$ cat src/design/tbes_pkg.sv
// Shared types, register and request codes for the tone burst envelope sequencer.
// No dependencies; every other file of the block imports this package.
`timescale 1ns / 1ps

package tbes_pkg;

  // Widths fixed by the register map and the Q1.15 format
  localparam int LEN_BITS       = 16;
  localparam int REPEAT_BITS    = 8;
  localparam int GAIN_BITS      = 16;
  localparam int CFG_DATA_BITS  = 16;
  localparam int CFG_INDEX_BITS = 3;
  localparam int ACTION_BITS    = 2;
  localparam int ENV_BITS       = 16;
  localparam int Q15_SHIFT      = 15;
  localparam int Q15_BIAS       = 32767;

  // Envelope value for unity gain (1.0 in Q1.15)
  localparam logic [ENV_BITS-1:0] ENV_ONE = ENV_BITS'(32768);

  // Defaults for the top-level parameters
  localparam int DEF_SAMPLE_BITS = 16;
  localparam int DEF_COUNT_BITS  = 16;

  // Register indexes
  localparam logic [CFG_INDEX_BITS-1:0] REG_BURST_LENGTH    = 3'd0;
  localparam logic [CFG_INDEX_BITS-1:0] REG_PAUSE_LENGTH    = 3'd1;
  localparam logic [CFG_INDEX_BITS-1:0] REG_FADE_LENGTH     = 3'd2;
  localparam logic [CFG_INDEX_BITS-1:0] REG_REPEAT_COUNT    = 3'd3;
  localparam logic [CFG_INDEX_BITS-1:0] REG_TWO_TONE_ENABLE = 3'd4;
  localparam logic [CFG_INDEX_BITS-1:0] REG_OUTPUT_GAIN     = 3'd5;

  // Register reset values
  localparam logic [LEN_BITS-1:0]    RST_BURST_LENGTH = 16'd7200;
  localparam logic [LEN_BITS-1:0]    RST_PAUSE_LENGTH = 16'd0;
  localparam logic [LEN_BITS-1:0]    RST_FADE_LENGTH  = 16'd480;
  localparam logic [REPEAT_BITS-1:0] RST_REPEAT_COUNT = 8'd1;
  localparam logic [GAIN_BITS-1:0]   RST_OUTPUT_GAIN  = 16'd22938;

  // Request action codes
  localparam logic [ACTION_BITS-1:0] ACT_TICK  = 2'd0;
  localparam logic [ACTION_BITS-1:0] ACT_START = 2'd1;
  localparam logic [ACTION_BITS-1:0] ACT_STOP  = 2'd2;

  typedef struct packed {
    logic [LEN_BITS-1:0]    burst_length;
    logic [LEN_BITS-1:0]    pause_length;
    logic [LEN_BITS-1:0]    fade_length;
    logic [REPEAT_BITS-1:0] repeat_count;
    logic                   two_tone_enable;
    logic [GAIN_BITS-1:0]   output_gain;
  } cfg_regs_t;

  typedef struct packed {
    logic seq_active;
    logic in_burst;
    logic second_tone;
  } seq_flags_t;

  typedef struct packed {
    logic                start;
    logic [LEN_BITS-1:0] num;
    logic [LEN_BITS-1:0] den;
  } div_req_t;

endpackage

$ cat src/design/tone_burst_envelope_sequencer_unit.sv
// Top level of the tone burst envelope sequencer: registers, control and output stage.
// Depends on tbes_pkg, tbes_div, tbes_mul and tbes_seq.
//
//   channel  | signals                                         | taken when
//   ---------+-------------------------------------------------+-------------------------
//   config   | cfg_write_en, cfg_index, cfg_data               | cfg_write_en high
//   request  | in_valid, in_ready, action, tone_real/imag      | in_valid & in_ready
//   result   | out_valid, out_ready, out_real/imag, tone_select,| out_valid & out_ready
//            | retune, running                                 |
//
// A tick inside a burst runs the threshold, select, gain, in-phase and quadrature steps,
// then emits; when the envelope sits on a fade, the bit-serial divider runs one bit a
// cycle between select and gain. Start, stop, idle ticks and pause ticks go straight to
// emit. One request is in work at a time; a finished result waits in the output register
// while the next request is taken. A stalled output holds the block in its last step.
// Synchronous reset clears the sequencer and restores the register defaults.
`timescale 1ns / 1ps

module tone_burst_envelope_sequencer_unit #(
  parameter int SAMPLE_BITS = tbes_pkg::DEF_SAMPLE_BITS,
  parameter int COUNT_BITS  = tbes_pkg::DEF_COUNT_BITS
) (
  input  logic                                clk,
  input  logic                                rst,
  input  logic                                cfg_write_en,
  input  logic [tbes_pkg::CFG_INDEX_BITS-1:0] cfg_index,
  input  logic [tbes_pkg::CFG_DATA_BITS-1:0]  cfg_data,
  input  logic                                in_valid,
  output logic                                in_ready,
  input  logic [tbes_pkg::ACTION_BITS-1:0]    action,
  input  logic signed [SAMPLE_BITS-1:0]       tone_real,
  input  logic signed [SAMPLE_BITS-1:0]       tone_imag,
  output logic                                out_valid,
  input  logic                                out_ready,
  output logic signed [SAMPLE_BITS-1:0]       out_real,
  output logic signed [SAMPLE_BITS-1:0]       out_imag,
  output logic                                tone_select,
  output logic                                retune,
  output logic                                running
);
  import tbes_pkg::*;

  localparam int A_BITS   = (SAMPLE_BITS > ENV_BITS + 1) ? SAMPLE_BITS : ENV_BITS + 1;
  localparam int P_BITS   = A_BITS + GAIN_BITS + 1;
  localparam int Q_BITS   = P_BITS - Q15_SHIFT;
  localparam int CMP_BITS = (COUNT_BITS > LEN_BITS) ? COUNT_BITS : LEN_BITS;

  localparam logic [2:0] S_IDLE  = 3'd0;
  localparam logic [2:0] S_THR   = 3'd1;
  localparam logic [2:0] S_SEL   = 3'd2;
  localparam logic [2:0] S_DIV   = 3'd3;
  localparam logic [2:0] S_GAIN  = 3'd4;
  localparam logic [2:0] S_MREAL = 3'd5;
  localparam logic [2:0] S_MIMAG = 3'd6;
  localparam logic [2:0] S_EMIT  = 3'd7;

  cfg_regs_t                      cfg;
  logic [2:0]                     state;
  logic [2:0]                     state_next;
  logic [ACTION_BITS-1:0]         req_action;
  logic signed [SAMPLE_BITS-1:0]  req_real;
  logic signed [SAMPLE_BITS-1:0]  req_imag;
  logic                           shape_en;
  logic [LEN_BITS-1:0]            thr;
  logic                           early;
  logic [ENV_BITS-1:0]            env;
  logic [GAIN_BITS-1:0]           gain_sc;
  logic signed [SAMPLE_BITS-1:0]  res_real;
  logic                           accept;
  logic                           slot_free;
  logic                           emit;

  seq_flags_t                     flags;
  seq_flags_t                     flags_next;
  logic [COUNT_BITS-1:0]          count;
  logic                           seq_retune;

  div_req_t                       div_req;
  logic                           div_done;
  logic [ENV_BITS-1:0]            div_quo;

  logic                           mul_en;
  logic signed [A_BITS-1:0]       mul_a;
  logic [GAIN_BITS-1:0]           mul_b;
  logic signed [P_BITS-1:0]       prod;

  logic [CMP_BITS-1:0]            count_w;
  logic [CMP_BITS-1:0]            fade_w;
  logic [CMP_BITS-1:0]            pos_w;

  // Scale a Q1.15 product down, truncating toward zero, and clamp to the sample range
  function automatic logic signed [SAMPLE_BITS-1:0] scale_sat(
    input logic signed [P_BITS-1:0] p
  );
    logic signed [P_BITS-1:0]       biased;
    logic signed [Q_BITS-1:0]       q;
    logic [Q_BITS-SAMPLE_BITS:0]    high_bits;
    biased    = p[P_BITS-1] ? p + P_BITS'(Q15_BIAS) : p;
    q         = Q_BITS'(biased >>> Q15_SHIFT);
    high_bits = q[Q_BITS-1:SAMPLE_BITS-1];
    if (high_bits == '0 || high_bits == '1) begin
      return q[SAMPLE_BITS-1:0];
    end
    return {q[Q_BITS-1], {(SAMPLE_BITS-1){~q[Q_BITS-1]}}};
  endfunction

  assign in_ready  = (state == S_IDLE);
  assign accept    = in_valid && in_ready;
  assign slot_free = !out_valid || out_ready;
  assign emit      = (state == S_EMIT) && slot_free;

  // Configuration writes
  always_ff @(posedge clk) begin
    if (rst) begin
      cfg <= '{burst_length: RST_BURST_LENGTH, pause_length: RST_PAUSE_LENGTH,
               fade_length: RST_FADE_LENGTH, repeat_count: RST_REPEAT_COUNT,
               two_tone_enable: 1'b0, output_gain: RST_OUTPUT_GAIN};
    end else if (cfg_write_en) begin
      unique case (cfg_index)
        REG_BURST_LENGTH:    cfg.burst_length    <= cfg_data;
        REG_PAUSE_LENGTH:    cfg.pause_length    <= cfg_data;
        REG_FADE_LENGTH:     cfg.fade_length     <= cfg_data;
        REG_REPEAT_COUNT:    cfg.repeat_count    <= cfg_data[REPEAT_BITS-1:0];
        REG_TWO_TONE_ENABLE: cfg.two_tone_enable <= cfg_data[0];
        REG_OUTPUT_GAIN:     cfg.output_gain     <= cfg_data;
        default: begin
        end
      endcase
    end
  end

  tbes_seq #(
    .COUNT_BITS(COUNT_BITS)
  ) u_seq (
    .clk         (clk),
    .rst         (rst),
    .update      (emit),
    .action      (req_action),
    .cfg         (cfg),
    .flags       (flags),
    .flags_next  (flags_next),
    .count       (count),
    .retune_next (seq_retune)
  );

  tbes_div u_div (
    .clk  (clk),
    .rst  (rst),
    .req  (div_req),
    .done (div_done),
    .quo  (div_quo)
  );

  tbes_mul #(
    .A_BITS(A_BITS)
  ) u_mul (
    .clk  (clk),
    .en   (mul_en),
    .a    (mul_a),
    .b    (mul_b),
    .prod (prod)
  );

  // Envelope position compares at the common width
  always_comb begin
    count_w = CMP_BITS'(count);
    fade_w  = CMP_BITS'(cfg.fade_length);
    pos_w   = count_w - CMP_BITS'(thr);
  end

  // Sequencer state transitions
  always_comb begin
    state_next = state;
    unique case (state)
      S_IDLE: begin
        if (accept) begin
          state_next = (action == ACT_TICK && flags.seq_active && flags.in_burst) ?
                       S_THR : S_EMIT;
        end
      end
      S_THR: state_next = S_SEL;
      S_SEL: begin
        if (cfg.fade_length != '0 && (early || count_w >= CMP_BITS'(thr)) &&
            !(!early && pos_w > fade_w)) begin
          state_next = S_DIV;
        end else begin
          state_next = S_GAIN;
        end
      end
      S_DIV:   state_next = div_done ? S_GAIN : S_DIV;
      S_GAIN:  state_next = S_MREAL;
      S_MREAL: state_next = S_MIMAG;
      S_MIMAG: state_next = S_EMIT;
      S_EMIT:  state_next = slot_free ? S_IDLE : S_EMIT;
      default: state_next = S_IDLE;
    endcase
  end

  // Divider request: rising fade uses the count, falling fade the distance to its end
  always_comb begin
    div_req.start = (state == S_SEL) && (state_next == S_DIV);
    div_req.den   = cfg.fade_length;
    div_req.num   = early ? count_w[LEN_BITS-1:0] : cfg.fade_length - pos_w[LEN_BITS-1:0];
  end

  // Shared multiplier operands: gain scale, then in-phase, then quadrature
  always_comb begin
    mul_en = 1'b0;
    mul_a  = A_BITS'(env);
    mul_b  = cfg.output_gain;
    unique case (state)
      S_GAIN: begin
        mul_en = 1'b1;
      end
      S_MREAL: begin
        mul_en = 1'b1;
        mul_a  = A_BITS'(req_real);
        mul_b  = prod[Q15_SHIFT +: GAIN_BITS];
      end
      S_MIMAG: begin
        mul_en = 1'b1;
        mul_a  = A_BITS'(req_imag);
        mul_b  = gain_sc;
      end
      default: begin
      end
    endcase
  end

  // Control registers
  always_ff @(posedge clk) begin
    if (rst) begin
      state     <= S_IDLE;
      out_valid <= 1'b0;
    end else begin
      state <= state_next;
      if (emit) begin
        out_valid <= 1'b1;
      end else if (out_ready) begin
        out_valid <= 1'b0;
      end
    end
  end

  // Request capture and envelope datapath
  always_ff @(posedge clk) begin
    if (accept) begin
      req_action <= action;
      req_real   <= tone_real;
      req_imag   <= tone_imag;
      shape_en   <= (action == ACT_TICK) && flags.seq_active && flags.in_burst;
    end
    if (state == S_THR) begin
      thr   <= (cfg.burst_length > cfg.fade_length) ?
               cfg.burst_length - cfg.fade_length : '0;
      early <= count_w < fade_w;
    end
    if (state == S_SEL) begin
      // Plateau, or past the fade end while a register changed mid-run
      env <= (!early && count_w >= CMP_BITS'(thr) && cfg.fade_length != '0) ?
             '0 : ENV_ONE;
    end
    if (state == S_DIV && div_done) begin
      env <= div_quo;
    end
    if (state == S_MREAL) begin
      gain_sc <= prod[Q15_SHIFT +: GAIN_BITS];
    end
    if (state == S_MIMAG) begin
      res_real <= scale_sat(prod);
    end
  end

  // Output register: load the finished result
  always_ff @(posedge clk) begin
    if (emit) begin
      out_real    <= shape_en ? res_real : '0;
      out_imag    <= shape_en ? scale_sat(prod) : '0;
      tone_select <= flags_next.second_tone;
      retune      <= seq_retune;
      running     <= flags_next.seq_active;
    end
  end

endmodule

$ cat src/design/tbes_div.sv
// Shift-and-subtract divider giving floor(num * 2^15 / den) for num <= den.
// Depends on tbes_pkg; one quotient bit per cycle, ENV_BITS quotient bits per division.
`timescale 1ns / 1ps

module tbes_div (
  input  logic                         clk,
  input  logic                         rst,
  input  tbes_pkg::div_req_t           req,
  output logic                         done,
  output logic [tbes_pkg::ENV_BITS-1:0] quo
);
  import tbes_pkg::*;

  localparam int STEP_BITS = $clog2(ENV_BITS);
  localparam int REM_BITS  = LEN_BITS + 1;

  logic                 busy;
  logic [STEP_BITS-1:0] step;
  logic [REM_BITS-1:0]  rem;
  logic [LEN_BITS-1:0]  den;
  logic [REM_BITS-1:0]  shifted;
  logic [REM_BITS-1:0]  diff;
  logic                 ge;

  // First step compares the numerator itself, later steps shift first
  always_comb begin
    shifted = (step == '0) ? rem : {rem[REM_BITS-2:0], 1'b0};
    diff    = shifted - REM_BITS'(den);
    ge      = shifted >= REM_BITS'(den);
  end

  // Control: run for ENV_BITS steps, pulse done once
  always_ff @(posedge clk) begin
    if (rst) begin
      busy <= 1'b0;
      done <= 1'b0;
      step <= '0;
    end else begin
      done <= 1'b0;
      if (req.start) begin
        busy <= 1'b1;
        step <= '0;
      end else if (busy) begin
        step <= step + 1'b1;
        if (step == STEP_BITS'(ENV_BITS - 1)) begin
          busy <= 1'b0;
          done <= 1'b1;
        end
      end
    end
  end

  // Datapath: load operands, then restore or keep the partial remainder
  always_ff @(posedge clk) begin
    if (req.start) begin
      rem <= REM_BITS'(req.num);
      den <= req.den;
      quo <= '0;
    end else if (busy) begin
      rem <= ge ? diff : shifted;
      quo <= {quo[ENV_BITS-2:0], ge};
    end
  end

endmodule

$ cat src/design/tbes_mul.sv
// Shared signed-by-unsigned multiplier with a registered product.
// Depends on tbes_pkg; used for the gain scale and both sample channels in turn.
`timescale 1ns / 1ps

module tbes_mul #(
  parameter int A_BITS = 17
) (
  input  logic                                      clk,
  input  logic                                      en,
  input  logic signed [A_BITS-1:0]                  a,
  input  logic [tbes_pkg::GAIN_BITS-1:0]            b,
  output logic signed [A_BITS+tbes_pkg::GAIN_BITS:0] prod
);
  import tbes_pkg::*;

  // Hold the product until the next enabled cycle
  always_ff @(posedge clk) begin
    if (en) begin
      prod <= a * $signed({1'b0, b});
    end
  end

endmodule

$ cat src/design/tbes_seq.sv
// Burst, pause and repeat sequencer state with its next-state logic.
// Depends on tbes_pkg; the top level strobes update once per request.
`timescale 1ns / 1ps

module tbes_seq #(
  parameter int COUNT_BITS = tbes_pkg::DEF_COUNT_BITS
) (
  input  logic                             clk,
  input  logic                             rst,
  input  logic                             update,
  input  logic [tbes_pkg::ACTION_BITS-1:0] action,
  input  tbes_pkg::cfg_regs_t              cfg,
  output tbes_pkg::seq_flags_t             flags,
  output tbes_pkg::seq_flags_t             flags_next,
  output logic [COUNT_BITS-1:0]            count,
  output logic                             retune_next
);
  import tbes_pkg::*;

  localparam int CMP_BITS = (COUNT_BITS > LEN_BITS) ? COUNT_BITS : LEN_BITS;

  logic [REPEAT_BITS-1:0] repeats;
  logic [COUNT_BITS-1:0]  count_next;
  logic [REPEAT_BITS-1:0] repeats_next;
  logic [COUNT_BITS-1:0]  count_inc;
  logic [REPEAT_BITS-1:0] repeats_inc;

  // Work out the state after this request
  always_comb begin
    count_inc    = count + 1'b1;
    repeats_inc  = repeats + 1'b1;
    flags_next   = flags;
    count_next   = count;
    repeats_next = repeats;
    retune_next  = 1'b0;
    unique case (action)
      ACT_START: begin
        flags_next   = '{seq_active: 1'b1, in_burst: 1'b1, second_tone: 1'b0};
        count_next   = '0;
        repeats_next = '0;
        retune_next  = 1'b1;
      end
      ACT_STOP: begin
        flags_next.seq_active = 1'b0;
      end
      ACT_TICK: begin
        if (flags.seq_active) begin
          count_next = count_inc;
          if (flags.in_burst) begin
            // End of burst: second tone or pause
            if (CMP_BITS'(count_inc) >= CMP_BITS'(cfg.burst_length)) begin
              count_next = '0;
              if (cfg.two_tone_enable && !flags.second_tone) begin
                flags_next.second_tone = 1'b1;
                retune_next            = 1'b1;
              end else begin
                flags_next.in_burst = 1'b0;
              end
            end
          end else if (CMP_BITS'(count_inc) >= CMP_BITS'(cfg.pause_length)) begin
            // End of pause: next repetition or finish
            count_next   = '0;
            repeats_next = repeats_inc;
            if (repeats_inc < cfg.repeat_count) begin
              flags_next.in_burst = 1'b1;
              if (flags.second_tone) begin
                flags_next.second_tone = 1'b0;
                retune_next            = 1'b1;
              end
            end else begin
              flags_next.seq_active = 1'b0;
            end
          end
        end
      end
      default: begin
      end
    endcase
  end

  // Commit the new state
  always_ff @(posedge clk) begin
    if (rst) begin
      flags   <= '0;
      count   <= '0;
      repeats <= '0;
    end else if (update) begin
      flags   <= flags_next;
      count   <= count_next;
      repeats <= repeats_next;
    end
  end

endmodule
$ cat config.mk
export PLATFORM = sky130hd
export DESIGN_NAME = tone_burst_envelope_sequencer_unit
export DESIGN_NICKNAME = d
export VERILOG_FILES = /design/src/design/tbes_pkg.sv /design/src/design/tone_burst_envelope_sequencer_unit.sv /design/src/design/tbes_div.sv /design/src/design/tbes_mul.sv /design/src/design/tbes_seq.sv
export SDC_FILE = /design/constraint.sdc
export NUM_CORES = 2
export LEC_CHECK = 0
export BUFFER_PORTS_ARGS = -buffer_cell sky130_fd_sc_hd__buf_2
export CAP_MARGIN = 10
export CELL_PAD_IN_SITES_DETAIL_PLACEMENT = 0
export CELL_PAD_IN_SITES_GLOBAL_PLACEMENT = 2
export CORE_MARGIN = 2
export CORE_UTILIZATION = 38
export CTS_BUF_LIST = sky130_fd_sc_hd__clkbuf_4
export DETAILED_ROUTE_END_ITERATION = 10
export HOLD_SLACK_MARGIN = 0.03
export PLACE_DENSITY_LB_ADDON = 0.1
export SYNTH_ARGS = -nofsm -noshare
export SYNTH_HDL_FRONTEND = slang
export SYNTH_SLANG_ARGS = --single-unit
$ cat constraint.sdc
create_clock -name clk -period 7.5 [get_ports clk]
set_input_delay 1.5 -clock clk [delete_from_list [all_inputs] [get_ports clk]]
set_output_delay 1.5 -clock clk [all_outputs]
set_load 0.03 [all_outputs]
==> run summary <==
Grt ovf -> 0
Minimum clock period -> 7.213 ns
Number of synthesized flops with an enable pin -> 201
Dominant synthesized flop cell -> edfxtp_1
Yosys warns -> 0
Global-route wire length before repair -> 134700 µm
Post-synthesis cell area -> 28600 µm²
CTS tree -> built
Regs by FF count -> cfg (57), u_mul.prod (34), u_div.rem (17)
PortBufs -> 94
Routed via count -> 22380
Number of global-route vias before repair -> 22570
Final Net Count -> 3804
Slew @ Worst Pin -> 1.151 ns
Placed insts -> 4123
Synthesized-area fraction occupied by and/or/nand/nor cells -> 0.1433
RSZ-0062 raised after global routing -> false
CP endpoint kind -> flop
Mux share of post-synthesis cell area -> 0.02292
Clock Pin Slew Worst Setup and Hold Paths -> 0.07 ns
Ports -> 95
Seq/Total Area, Yosys -> 0.2999
Starting Density -> 0.3842
Main combinational cell family by area after synthesis -> adder cells
GRT Overall Usage -> 0.2287
Die Y -> 278.4 µm
Worst-path fanout max -> 11
Cells after synthesis -> 3059
Combined flip-flop and latch cell area -> 8579 µm²
Via density -> 5.199
Post-route DRC violation count -> 0
DRT antenna net count -> 0
Most flop-heavy register -> cfg
Net count of the mapped netlist -> 3609
Core ar. -> 74450 µm²
# rows -> 100
Status -> completed
Register bit total from synthesis -> 328
Area added between synthesis and finish -> 12.88%
Hold Path Class -> flop to flop
Place WS -> -0.08238 ns
Clock sinks -> 328
Post-synthesis compound-gate area fraction -> 0.1292
Setup violators final -> 0
Synth Area in XOR/XNOR -> 0.03399
CTS root buf -> clkbuf_4
Wire per inst -> 20.41 µm
Final setup margin -> 0.2873 ns
Post-Layout Cell Count -> 4304
Hpwl dp -> 70410 µm
Ratio of cells with drive above 1 in the final layout -> 0.1339
Post-Synth Adder-Cell Area -> 0.2895
Die ar. -> 77480 µm²
Area occupied by multi-input gates -> 17830 µm²
Asr flop ratio synth -> 0
Crit Path Category -> flop to flop
H-tree Lvls -> 3
Routed WL -> 87860 µm
Skew final -> 0.06920 ns
Synth cell types -> 90
Filler Cell Count -> 7364
Startpoint types -> flop
Mean post-synth cell area -> 9.351 µm²
Initial antenna violation count -> 2
Final hold viol count -> 0
Clock buffer count from CTS -> 95
Max-cap violations -> 0
Worst Path Required -> 8.09 ns
Worst-Skew Late Latency -> 0.91 ns
Relative slew slack -> 0.2264
Max reg flops -> 57
Clk buf depth -> 3
RePlAce Congestion -> 0.8882
Max Slew Vio Count -> 0
FMAX -> 138.6 MHz
Pre-antenna DRT Iters -> 5
Period Utilization, post-route -> 0.9617
CP arrival -> 7.81 ns
Largest net degree at the start of global routing -> 65
Die span in x -> 278.4 µm
Drt initial violations -> 1521
final cells by class:
type / count / area share
Tap cell: 969 / 0.03755
Sequential cell: 328 / 0.2657
Clock buffer: 135 / 0.03139
Clock inverter: 38 / 0.007867
Inverter: 494 / 0.05755
Multi-Input combinational cell: 2120 / 0.5522
Antenna cell: 5 / 0.0003875
Timing Repair inverter: 1 / 0.0002325
Timing Repair Buffer: 214 / 0.04708
routing by layer:
metal  part of all wire  global-route usage
met3              0.043             0.03341
met4              0.016             0.04629
met1               0.49              0.3340
met5                  0                   0
met2               0.45              0.3603
what timing repair did:
item	CTS	global route
endpoints found under the setup margin	1	10
buffers inserted	0	2
gates resized for setup	1	27
cloned	0	1
pin swaps	0	2
hold buffers	0	0
logic make-up (layout without fill, tap and decap cells):
group | count (synthesis) | after routing
muxes | 63 | 63
adders and majority gates | 492 | 492
and+or+nand+nor | 895 | 895
xor gates and xnor gates | 111 | 111
AOI/OAI and AO/OA | 559 | 559
DFF | 328 | 328
buffers and inverters | 611 | 882
other | 0 | 5
worst max-delay path, stage by stage, from the launching register on:
cell and delay (ns):
dfxtp_1 0.35, buf_4 0.19, nand2_2 0.16, clkinvlp_4 0.12, buf_4 0.16, a22oi_1 0.30, nand2_2 0.24, and2_1 0.22
fa_1 0.53, inv_1 0.05, fa_1 0.51, fa_1 0.52, inv_1 0.06, fa_1 0.48, fa_1 0.52, inv_1 0.06
fa_1 0.48, inv_1 0.04, ha_1 0.28, and3_1 0.21, nand2_1 0.10, or3_1 0.35, a31oi_1 0.21, nor3_2 0.08
buf_4 0.15, o31a_1 0.31, or4b_1 0.18, o311ai_1 0.08
through the flow:
stage          utilization  TNS (ns)  hold WS, ns  instance area (µm²)
5_1_grt             0.4337         0       0.4800                32290
4_1_cts             0.4321         0       0.4585                32170
2_1_floorplan            -         0       0.4350                28610
3_5_place_dp        0.4150  -0.08238       0.4500                30900
3_3_place_gp        0.4150  -0.07285       0.4422                30900
6_report            0.4337         0       0.4585                32290
layout by cell type (no fill, tap or decap), drive strengths merged, types with 8 or more instances in the layout:
| master | netlist | layout |
|---|---|---|
| mux2i | 43 | 43 |
| clkbuf | 98 | 135 |
| o21bai | 12 | 12 |
| a32oi | 11 | 11 |
| and3 | 19 | 19 |
| xnor2 | 76 | 76 |
| edfxtp | 201 | 201 |
| nand3b | 15 | 15 |
| nand2b | 26 | 26 |
| nor2b | 28 | 28 |
| a22o | 31 | 31 |
| nand2 | 390 | 390 |
| and2 | 66 | 66 |
| ha | 209 | 209 |
| dfxtp | 127 | 127 |
| o211ai | 12 | 12 |
| a21o | 60 | 60 |
| o31ai | 8 | 8 |
| o21ai | 104 | 104 |
| fa | 283 | 283 |
| buf | 19 | 214 |
| nor3 | 44 | 44 |
| nand4 | 18 | 18 |
| a31oi | 11 | 11 |
| a211oi | 22 | 22 |
| inv | 494 | 496 |
| or3 | 8 | 8 |
| o22ai | 33 | 33 |
| mux2 | 20 | 20 |
| xor2 | 35 | 35 |
| or2 | 10 | 10 |
| clkinv | 0 | 31 |
| nor4 | 11 | 11 |
| o21a | 23 | 23 |
| a21oi | 166 | 166 |
| nor2 | 197 | 197 |
| nand3 | 43 | 43 |
| a21boi | 9 | 9 |
cells in the mapped netlist, drive strengths merged (7+ instances only):
cell type,number,area share
a211oi,22,0.0063
a21boi,9,0.0024
a21o,60,0.016
a21oi,166,0.029
a22o,31,0.0095
a31oi,11,0.0024
a32oi,11,0.0034
and2,66,0.014
and3,19,0.0042
buf,19,0.0035
clkbuf,98,0.013
dfxtp,127,0.089
edfxtp,201,0.21
fa,283,0.20
ha,209,0.091
inv,494,0.065
mux2,20,0.0079
mux2i,43,0.015
nand2,390,0.051
nand2b,26,0.0057
nand3,43,0.0075
nand3b,15,0.0039
nand4,18,0.0039
nor2,197,0.026
nor2b,28,0.0061
nor3,44,0.0079
nor3b,7,0.0020
nor4,11,0.0026
o211ai,12,0.0031
o21a,23,0.0060
o21ai,104,0.019
o21bai,12,0.0031
o221ai,7,0.0021
o22ai,33,0.0072
o31ai,8,0.0026
or2,10,0.0022
or3,8,0.0017
xnor2,76,0.023
xor2,35,0.011
final timing paths:
path	from	end	slack, ns	cells after the start
worst max-delay path	state[2]	u_mul.prod[32]	0.29	27
worst min-delay path	cfg[43]	cfg[43]	0.46	2
worst max register to register	state[2]	u_mul.prod[32]	0.29	27
worst min register to register	cfg[43]	cfg[43]	0.46	2
Power is not shown: default switching activity piles up to over one toggle a cycle in this logic, so the estimate is an artifact.
